**src/i2p_pkg.sv**
```systemverilog
// shared types, character codes and priority function for the infix to postfix converter
package i2p_pkg;

   // character codes
   localparam logic [7:0] CHAR_PLUS   = 8'h2B;
   localparam logic [7:0] CHAR_MINUS  = 8'h2D;
   localparam logic [7:0] CHAR_STAR   = 8'h2A;
   localparam logic [7:0] CHAR_SLASH  = 8'h2F;
   localparam logic [7:0] CHAR_CARET  = 8'h5E;
   localparam logic [7:0] CHAR_LPAREN = 8'h28;
   localparam logic [7:0] CHAR_RPAREN = 8'h29;
   localparam logic [7:0] CHAR_NEWLINE = 8'h0A;
   localparam logic [7:0] CHAR_DIGIT_0 = 8'h30;
   localparam logic [7:0] CHAR_DIGIT_9 = 8'h39;
   localparam logic [7:0] CHAR_UPPER_A = 8'h41;
   localparam logic [7:0] CHAR_UPPER_Z = 8'h5A;
   localparam logic [7:0] CHAR_LOWER_A = 8'h61;
   localparam logic [7:0] CHAR_LOWER_Z = 8'h7A;

   // operator priorities
   localparam logic [1:0] PRIO_NONE = 2'd0;
   localparam logic [1:0] PRIO_ADD  = 2'd1;
   localparam logic [1:0] PRIO_MUL  = 2'd2;
   localparam logic [1:0] PRIO_POW  = 2'd3;

   // queue depths between front, back and result side
   localparam int ITEM_QUEUE_DEPTH = 2;
   localparam int RSP_QUEUE_DEPTH  = 4;

   typedef enum logic [2:0] {
      KIND_ALNUM,
      KIND_LPAREN,
      KIND_RPAREN,
      KIND_OPER,
      KIND_END
   } kind_type;

   // classified item from front to back
   typedef struct packed {
      kind_type    kind;
      logic [7:0]  symbol;
      logic [1:0]  prio;
   } item_type;

   // one postfix character on the result side
   typedef struct packed {
      logic [7:0] out_char;
      logic       last_of_run;
   } rsp_type;

   function automatic logic [1:0] i2p_prio(input logic [7:0] c);
      logic [1:0] p;
      p = PRIO_NONE;
      if (c == CHAR_PLUS || c == CHAR_MINUS) p = PRIO_ADD;
      if (c == CHAR_STAR || c == CHAR_SLASH) p = PRIO_MUL;
      if (c == CHAR_CARET) p = PRIO_POW;
      return p;
   endfunction

   function automatic logic i2p_is_alnum(input logic [7:0] c);
      return (c >= CHAR_DIGIT_0 && c <= CHAR_DIGIT_9) ||
             (c >= CHAR_UPPER_A && c <= CHAR_UPPER_Z) ||
             (c >= CHAR_LOWER_A && c <= CHAR_LOWER_Z);
   endfunction

endpackage

```
**src/i2p_fifo.sv**
```systemverilog
// small register-based first-in first-out queue
module i2p_fifo #(
   parameter int WIDTH = 8,
   parameter int DEPTH = 4
) (
   input  logic             clock,
   input  logic             reset,
   input  logic             push,
   input  logic [WIDTH-1:0] push_data,
   output logic             full,
   input  logic             pop,
   output logic [WIDTH-1:0] pop_data,
   output logic             empty
);

   localparam int PTR_W = (DEPTH > 1) ? $clog2(DEPTH) : 1;
   localparam int CNT_W = $clog2(DEPTH + 1);

   logic [WIDTH-1:0] mem_ff [DEPTH];
   logic [PTR_W-1:0] wr_ptr_ff, wr_ptr_in;
   logic [PTR_W-1:0] rd_ptr_ff, rd_ptr_in;
   logic [CNT_W-1:0] count_ff, count_in;
   logic             do_push, do_pop;

   assign full     = (count_ff == CNT_W'(DEPTH));
   assign empty    = (count_ff == '0);
   assign do_push  = push && !full;
   assign do_pop   = pop && !empty;
   assign pop_data = mem_ff[rd_ptr_ff];

   // pointer and fill count update
   always_comb begin
      wr_ptr_in = wr_ptr_ff;
      rd_ptr_in = rd_ptr_ff;
      count_in  = count_ff;
      if (do_push) begin
         wr_ptr_in = (wr_ptr_ff == PTR_W'(DEPTH - 1)) ? '0 : wr_ptr_ff + PTR_W'(1);
      end
      if (do_pop) begin
         rd_ptr_in = (rd_ptr_ff == PTR_W'(DEPTH - 1)) ? '0 : rd_ptr_ff + PTR_W'(1);
      end
      if (do_push && !do_pop) begin
         count_in = count_ff + CNT_W'(1);
      end else if (do_pop && !do_push) begin
         count_in = count_ff - CNT_W'(1);
      end
   end

   always_ff @(posedge clock) begin
      if (reset) begin
         wr_ptr_ff <= '0;
         rd_ptr_ff <= '0;
         count_ff  <= '0;
      end else begin
         wr_ptr_ff <= wr_ptr_in;
         rd_ptr_ff <= rd_ptr_in;
         count_ff  <= count_in;
      end
   end

   // storage
   always_ff @(posedge clock) begin
      if (do_push) begin
         mem_ff[wr_ptr_ff] <= push_data;
      end
   end

endmodule

```
**src/i2p_front.sv**
```systemverilog
// front end: classifies incoming characters and queues them for the back end
module i2p_front
   import i2p_pkg::*;
(
   input  logic       clock,
   input  logic       reset,
   input  logic       req_push,
   input  logic [7:0] req_symbol,
   input  logic       req_end_of_expression,
   output logic       req_full,
   input  logic       item_pop,
   output item_type   item_data,
   output logic       item_empty
);

   item_type item_new;

   // classify the character
   always_comb begin
      item_new.symbol = req_symbol;
      item_new.prio   = i2p_prio(req_symbol);
      if (req_end_of_expression) begin
         item_new.kind = KIND_END;
      end else if (i2p_is_alnum(req_symbol)) begin
         item_new.kind = KIND_ALNUM;
      end else if (req_symbol == CHAR_LPAREN) begin
         item_new.kind = KIND_LPAREN;
      end else if (req_symbol == CHAR_RPAREN) begin
         item_new.kind = KIND_RPAREN;
      end else begin
         item_new.kind = KIND_OPER;
      end
   end

   // queue toward the back end
   i2p_fifo #(
      .WIDTH ($bits(item_type)),
      .DEPTH (ITEM_QUEUE_DEPTH)
   ) u_item_queue (
      .clock     (clock),
      .reset     (reset),
      .push      (req_push),
      .push_data (item_new),
      .full      (req_full),
      .pop       (item_pop),
      .pop_data  (item_data),
      .empty     (item_empty)
   );

endmodule

```
**src/i2p_back.sv**
```systemverilog
// back end: operator stack and sequencer that emits postfix characters
module i2p_back
   import i2p_pkg::*;
#(
   parameter int STACK_DEPTH = 32
) (
   input  logic     clock,
   input  logic     reset,
   input  logic     item_empty,
   input  item_type item_data,
   output logic     item_pop,
   input  logic     out_full,
   output logic     out_push,
   output rsp_type  out_data
);

   localparam int ADDR_W = $clog2(STACK_DEPTH);
   localparam int CNT_W  = $clog2(STACK_DEPTH + 1);

   typedef enum logic {
      ST_FETCH,
      ST_WORK
   } state_type;

   state_type   state_ff, state_in;
   item_type    item_ff, item_in;
   logic        pend_valid_ff, pend_valid_in;
   logic [7:0]  pend_char_ff, pend_char_in;
   logic [CNT_W-1:0] count_ff, count_in;

   // stack memory with registered top-of-stack read
   logic [7:0]        stack_mem [STACK_DEPTH];
   logic [7:0]        top_ff;
   logic              stk_we;
   logic [ADDR_W-1:0] stk_waddr;
   logic [ADDR_W-1:0] stk_raddr;
   logic [CNT_W-1:0]  raddr_full;

   logic stk_nonempty;
   logic stk_has_room;
   logic pop_cond;

   assign stk_nonempty = (count_ff != '0);
   assign stk_has_room = (count_ff < CNT_W'(STACK_DEPTH));
   assign stk_waddr    = count_ff[ADDR_W-1:0];
   assign raddr_full   = count_in - CNT_W'(1);
   assign stk_raddr    = raddr_full[ADDR_W-1:0];

   // loop condition for close paren and operators
   always_comb begin
      if (item_ff.kind == KIND_RPAREN) begin
         pop_cond = stk_nonempty && (top_ff != CHAR_LPAREN);
      end else begin
         pop_cond = stk_nonempty && (i2p_prio(top_ff) >= item_ff.prio);
      end
   end

   // sequencer next state
   always_comb begin
      state_in      = state_ff;
      item_in       = item_ff;
      pend_valid_in = pend_valid_ff;
      pend_char_in  = pend_char_ff;
      count_in      = count_ff;
      stk_we        = 1'b0;
      item_pop      = 1'b0;
      out_push      = 1'b0;
      out_data      = '{out_char: item_ff.symbol, last_of_run: 1'b1};
      case (state_ff)
         ST_FETCH: begin
            if (!item_empty) begin
               item_pop = 1'b1;
               item_in  = item_data;
               state_in = ST_WORK;
            end
         end
         ST_WORK: begin
            case (item_ff.kind)
               KIND_ALNUM: begin
                  if (!out_full) begin
                     out_push = 1'b1;
                     state_in = ST_FETCH;
                  end
               end
               KIND_LPAREN: begin
                  if (stk_has_room) begin
                     stk_we   = 1'b1;
                     count_in = count_ff + CNT_W'(1);
                  end
                  state_in = ST_FETCH;
               end
               KIND_END: begin
                  if (!out_full) begin
                     out_push = 1'b1;
                     if (stk_nonempty) begin
                        out_data = '{out_char: top_ff, last_of_run: 1'b0};
                        count_in = count_ff - CNT_W'(1);
                     end else begin
                        out_data = '{out_char: CHAR_NEWLINE, last_of_run: 1'b1};
                        state_in = ST_FETCH;
                     end
                  end
               end
               KIND_RPAREN, KIND_OPER: begin
                  // a popped character is held in a pending register so its last flag is known
                  if (!pend_valid_ff || !out_full) begin
                     out_push = pend_valid_ff;
                     out_data = '{out_char: pend_char_ff, last_of_run: !pop_cond};
                     if (pop_cond) begin
                        pend_char_in  = top_ff;
                        pend_valid_in = 1'b1;
                        count_in      = count_ff - CNT_W'(1);
                     end else begin
                        pend_valid_in = 1'b0;
                        state_in      = ST_FETCH;
                        if (item_ff.kind == KIND_RPAREN) begin
                           if (stk_nonempty) begin
                              count_in = count_ff - CNT_W'(1);
                           end
                        end else if (stk_has_room) begin
                           stk_we   = 1'b1;
                           count_in = count_ff + CNT_W'(1);
                        end
                     end
                  end
               end
               default: begin
                  state_in = ST_FETCH;
               end
            endcase
         end
         default: begin
            state_in = ST_FETCH;
         end
      endcase
   end

   // state and control registers
   always_ff @(posedge clock) begin
      if (reset) begin
         state_ff      <= ST_FETCH;
         pend_valid_ff <= 1'b0;
         count_ff      <= '0;
      end else begin
         state_ff      <= state_in;
         pend_valid_ff <= pend_valid_in;
         count_ff      <= count_in;
      end
      item_ff      <= item_in;
      pend_char_ff <= pend_char_in;
   end

   // stack write and top read, a push forwards its own data
   always_ff @(posedge clock) begin
      if (stk_we) begin
         stack_mem[stk_waddr] <= item_ff.symbol;
         top_ff               <= item_ff.symbol;
      end else begin
         top_ff <= stack_mem[stk_raddr];
      end
   end

endmodule

```
**src/infix_to_postfix_converter_top.sv**
```systemverilog
// Infix to postfix converter: front classifier, operator stack engine, result queue.
// The stack sequencer fetches an item and then works on it, and takes no new character
// until it is done with the last; it pops operators off the stack one at a time and
// waits while the result queue is full.
// Reset clears the stack count and both queues; stack contents are not cleared.
module infix_to_postfix_converter_top
   import i2p_pkg::*;
#(
   parameter int STACK_DEPTH = 32
) (
   input  logic       clock,
   input  logic       reset,
   input  logic       req_push,
   input  logic [7:0] req_symbol,
   input  logic       req_end_of_expression,
   output logic       full,
   output logic       empty,
   input  logic       pop,
   output logic [7:0] rsp_out_char,
   output logic       rsp_last_of_run
);

   item_type item_data;
   logic     item_empty;
   logic     item_pop;
   logic     out_full;
   logic     out_push;
   rsp_type  out_data;
   rsp_type  rsp_data;

   // front end
   i2p_front u_front (
      .clock                 (clock),
      .reset                 (reset),
      .req_push              (req_push),
      .req_symbol            (req_symbol),
      .req_end_of_expression (req_end_of_expression),
      .req_full              (full),
      .item_pop              (item_pop),
      .item_data             (item_data),
      .item_empty            (item_empty)
   );

   // stack engine
   i2p_back #(
      .STACK_DEPTH (STACK_DEPTH)
   ) u_back (
      .clock      (clock),
      .reset      (reset),
      .item_empty (item_empty),
      .item_data  (item_data),
      .item_pop   (item_pop),
      .out_full   (out_full),
      .out_push   (out_push),
      .out_data   (out_data)
   );

   // result queue
   i2p_fifo #(
      .WIDTH ($bits(rsp_type)),
      .DEPTH (RSP_QUEUE_DEPTH)
   ) u_rsp_queue (
      .clock     (clock),
      .reset     (reset),
      .push      (out_push),
      .push_data (out_data),
      .full      (out_full),
      .pop       (pop),
      .pop_data  (rsp_data),
      .empty     (empty)
   );

   assign rsp_out_char    = rsp_data.out_char;
   assign rsp_last_of_run = rsp_data.last_of_run;

endmodule
```
**config.mk**
```make
export PLATFORM = sky130hd
export DESIGN_NAME = infix_to_postfix_converter_top
export DESIGN_NICKNAME = d
export VERILOG_FILES = /design/src/i2p_pkg.sv /design/src/i2p_fifo.sv /design/src/i2p_front.sv /design/src/i2p_back.sv /design/src/infix_to_postfix_converter_top.sv
export SDC_FILE = /design/constraint.sdc
export NUM_CORES = 1
export LEC_CHECK = 0
export BUFFER_PORTS_ARGS = -buffer_cell sky130_fd_sc_hd__buf_2
export CORE_AREA = 3 3 214 216
export DETAILED_ROUTE_END_ITERATION = 8
export DIE_AREA = 0 0 217 219
export PLACE_DENSITY = 0.55
export SLEW_MARGIN = 20
export SYNTH_ARGS = -nofsm -noshare
export SYNTH_HDL_FRONTEND = slang
export SYNTH_HIERARCHICAL = 1
export SYNTH_SLANG_ARGS = --single-unit
```
**constraint.sdc**
```tcl
create_clock -name clock -period 11.8 [get_ports clock]
set_input_delay 1.18 -clock clock [delete_from_list [all_inputs] [get_ports clock]]
set_output_delay 1.18 -clock clock [all_outputs]
set_load 0.01 [all_outputs]
```
==> results.toml <==
[final_layout]
design_area_mm2 = 0.01732
area_delta_synth_final_pct = 12.91
num-nets-final = 922
antenna_cells = 0
fin_cells = 1513
drive_gt1_frac = 0.2400
n_fill_cell = 4031

[global_route]
grt_pass1_wl_mm = 52.71
grt_max_degree = 65
antenna_found_initial = 1
overflow = 0
grtUsageTotal = 0.1475
grt_pass1_vias = 8061

[synth]
post-synth-top-count-cell = "edfxtp_1"
synth.top_cells.by_area = "edfxtp_1 66%, mux4_2 12%, dfxtp_1 3.5%"
synthXorXnorAreaFrac = 0.009135
synth-simple-area-share = 0.05929
synthMuxAreaShare = 0.1528
synth_top_area_cell = "edfxtp_1"
seq_area_frac_synth = 0.6988
ys_types = 79
syn_inst = 860
synth_top_area_share = 0.6636
synth_compound_area_frac = 0.04739
yosys_most_used_dff = "edfxtp_1"
yosys_warnings = 6
syn_area_mm2 = 0.01534
synth_fa_ha_area_frac = 0.01191
syn_area_per_cell_um2 = 17.84
async_reset_ff_frac = 0
syn_nets = 887
ys_seq_elements = 366
synth_top_family_by_area = "multiplexers"
ys_top_cells_by_count = "339 x edfxtp_1, 84 x mux4_2, 73 x nor2_1"
synth-edff-count = 339

[timing]
tightest_slew_ns = 0.8977
grt_setup_unrepaired = "no"
slew_viol_final = 0
slew_headroom = 0.4016
finalSetupViolCount = 0
hold_viol = 0
fin_worst_skew_ns = 0.01124
setup_tns_ns = 0
fin_crit_sh = 0.5555
fmax_mhz = 152.6
min_period_ns = 6.555

[power]
p_leak_uw = 0.005579
internal_power_uw = 2760
power_frac_comb = 0.252
pwr-share-seq = 0.442
p_clk_frac = 0.305
p_per_area_mw_per_mm2 = 227.6
peakVddDrop_mv = 0.09691
p_switching_uw = 1182
power.share.switching = 0.2999

[place]
dp_cells = 1447
placed_cell_area_mm2 = 0.01606
dpl.hpwl_mm = 22.20
port_buffers = 23
finalWeightedCongestion = 0.8357

[die]
die_w_um = 217
rows = 77
coreArea_mm2 = 0.04412
pin_count = 24
dieArea_mm2 = 0.04752
start_util = 0.3477
die-height_um = 219

[detailed_routing]
first_iter_violations = 618
num_vias = 7944
drtPass1Iterations = 5
totalWireLength_mm = 34.85
routedWlPerCell_um = 23.04
post_drt_via_cell_ratio = 5.250
ant_nets = 0
drc_errors = 0

[clock_tree]
cts_tree = "yes"
cts.sink_count = 366
cts_root_buffer = "clkbuf_16"
clock_path_buffers = 3
cts_hold_buf = 0
clk_latency_ns = 0.53
post_cts_buffers = 0
cts.repair.resized = 0
path_clk_slew_ns = 0.06
numCtsBuffers = 38
h-tree-depth = 2

[worst_setup_path]
cp.required_ns = 11.96
crit_top_cell = "mux4_2"
cp_max_fo = 33
slowest_delay_ns = 0.76
critical_path_arrival_ns = 6.71
cp_num_buf_inv = 1
cp_top_family = "simple AND/OR/NAND/NOR gates"
reg2regPathDepth = 14
cp_cell_sequence = "buf_4 > mux4_2 > mux4_2 > mux2_2 > and4bb_2 > a311oi_1 > and4b_1 > ha_1 > a21o_1 > o21ai_1 > a31oi_1 > nor3_1 > nand2_1 > nor2_1"
worstSetupEndpointType = "flop"
cpMaxStageDelayCell = "dfxtp_4"
startpoint_type = "flop"
worstSetupPathType = "flop to flop"
crit_cells = 14

[flow_run]
max-cap-violations = 0

[status]
status = "completed"

[worst_hold_path]
holdPathStages = 2
hp-class = "flop to flop"
[state kept, by name, summed over array words and instances, names as in the netlist, named ones only]
signal and flops:
u_front/u_item_queue/count_ff 2, u_rsp_queue/wr_ptr_ff 2, u_front/u_item_queue/wr_ptr_ff 1, u_back/pend_char_ff 8, u_rsp_queue/mem_ff 36, u_back/count_ff 6, u_front/u_item_queue/rd_ptr_ff 1, u_back/item_ff 13
u_front/u_item_queue/mem_ff 26, u_rsp_queue/rd_ptr_ff 2, u_back/stack_mem 256, u_back/pend_valid_ff 1, u_rsp_queue/count_ff 3, u_back/state_ff 1
[power groups by stage]
stage | clock (uW) | sequential, uW | combinational (uW)
global placement | 0 | 1770 | 1010
detailed placement | 0 | 1770 | 1010
floorplan | 0 | 1770 | 669
CTS | 1240 | 1750 | 1010
global route | 1280 | 1760 | 1080
finish | 1200 | 1740 | 995
[through the flow]
step                      power, uW  hold slack (ns)  setup WS [ns]  utilization
after floorplan                2435           0.4516          6.946            -
after global placement         2778           0.4682          5.288       0.3641
after detailed placement       2779           0.4777          5.190       0.3641
after CTS                      3990           0.4834          5.146       0.3926
after global routing           4121           0.5179          4.695       0.3926
final                          3942           0.4861          5.245       0.3926
[path summary, 6_finish.rpt]
path | from | slack [ns] | end
hold / removal | u_front/u_item_queue/wr_ptr_ff$_SDFFE_PP0P_ | 0.49 | u_front/u_item_queue/wr_ptr_ff$_SDFFE_PP0P_
setup reg to reg | flop | 5.24 | u_back/stack_mem[4][0]$_DFFE_PP_
setup / recovery | flop | 5.24 | u_back/stack_mem[4][0]$_DFFE_PP_
hold reg to reg | u_front/u_item_queue/wr_ptr_ff$_SDFFE_PP0P_ | 0.49 | u_front/u_item_queue/wr_ptr_ff$_SDFFE_PP0P_
[worst reg2reg max path: cells and delay by family (launching register included)]
kind,cells,cell delay [ns]
fa+ha+maj,1,0.27
flops,1,0.76
simple gates,5,2.06
compound gates,4,1.03
mux,3,1.44
buf+inv,1,0.65
[area by class of cell]
type | count | area, um2 | share of cell area
Tap cell | 592 | 740.7 | 0.04276
Clock inverter | 18 | 195.2 | 0.01127
Clock buffer | 48 | 1062 | 0.06133
Timing Repair Buffer | 35 | 205.2 | 0.01185
Inverter | 17 | 90.09 | 0.005201
Multi-Input combinational cell | 437 | 4303 | 0.2484
Sequential cell | 366 | 10730 | 0.6192
[cell usage in the layout (no fill, tap or decap), drive strengths merged, types with 3 or more instances in the layout]
cell type / Yosys / layout
edfxtp: 339 / 339
nand3: 9 / 9
a22oi: 4 / 4
nor4b: 3 / 3
ha: 13 / 13
or3: 9 / 9
nand2: 40 / 40
xor2: 7 / 7
a211oi: 3 / 3
and2: 4 / 4
bufinv: 1 / 5
a2bb2oi: 3 / 3
dfxtp: 27 / 27
mux4: 87 / 87
a21oi: 31 / 31
o22ai: 4 / 4
clkinv: 1 / 13
a31oi: 4 / 4
inv: 15 / 16
xnor2: 9 / 9
nand3b: 3 / 3
o31ai: 4 / 4
clkbuf: 23 / 48
o21ai: 27 / 27
a311oi: 3 / 3
a22o: 5 / 5
nor2: 74 / 74
nor3: 9 / 9
mux2: 18 / 18
nor2b: 5 / 5
and3: 6 / 6
buf: 17 / 35
mux2i: 15 / 15
or3b: 3 / 3
[layer usage]
| layer | vias up | routed length [um] | GRT usage |
|---|---|---|---|
| met5 | - | 10 | 0 |
| met4 | 2 | 637 | 0.03566 |
| met3 | 46 | 1961 | 0.02340 |
| met2 | 233 | 16700 | 0.2371 |
| met1 | 4142 | 15540 | 0.2121 |
| li1 | 3521 | - | - |
[cells by family after synthesis]
| family | after synthesis |
|---|---|
| xor gates and xnor gates | 16 |
| adders and majority gates | 14 |
| DFF | 366 |
| and+or+nand+nor | 181 |
| buffers and inverters | 57 |
| AOI/OAI and AO/OA | 106 |
| muxes | 120 |
(Power assumes the default switching activity.)
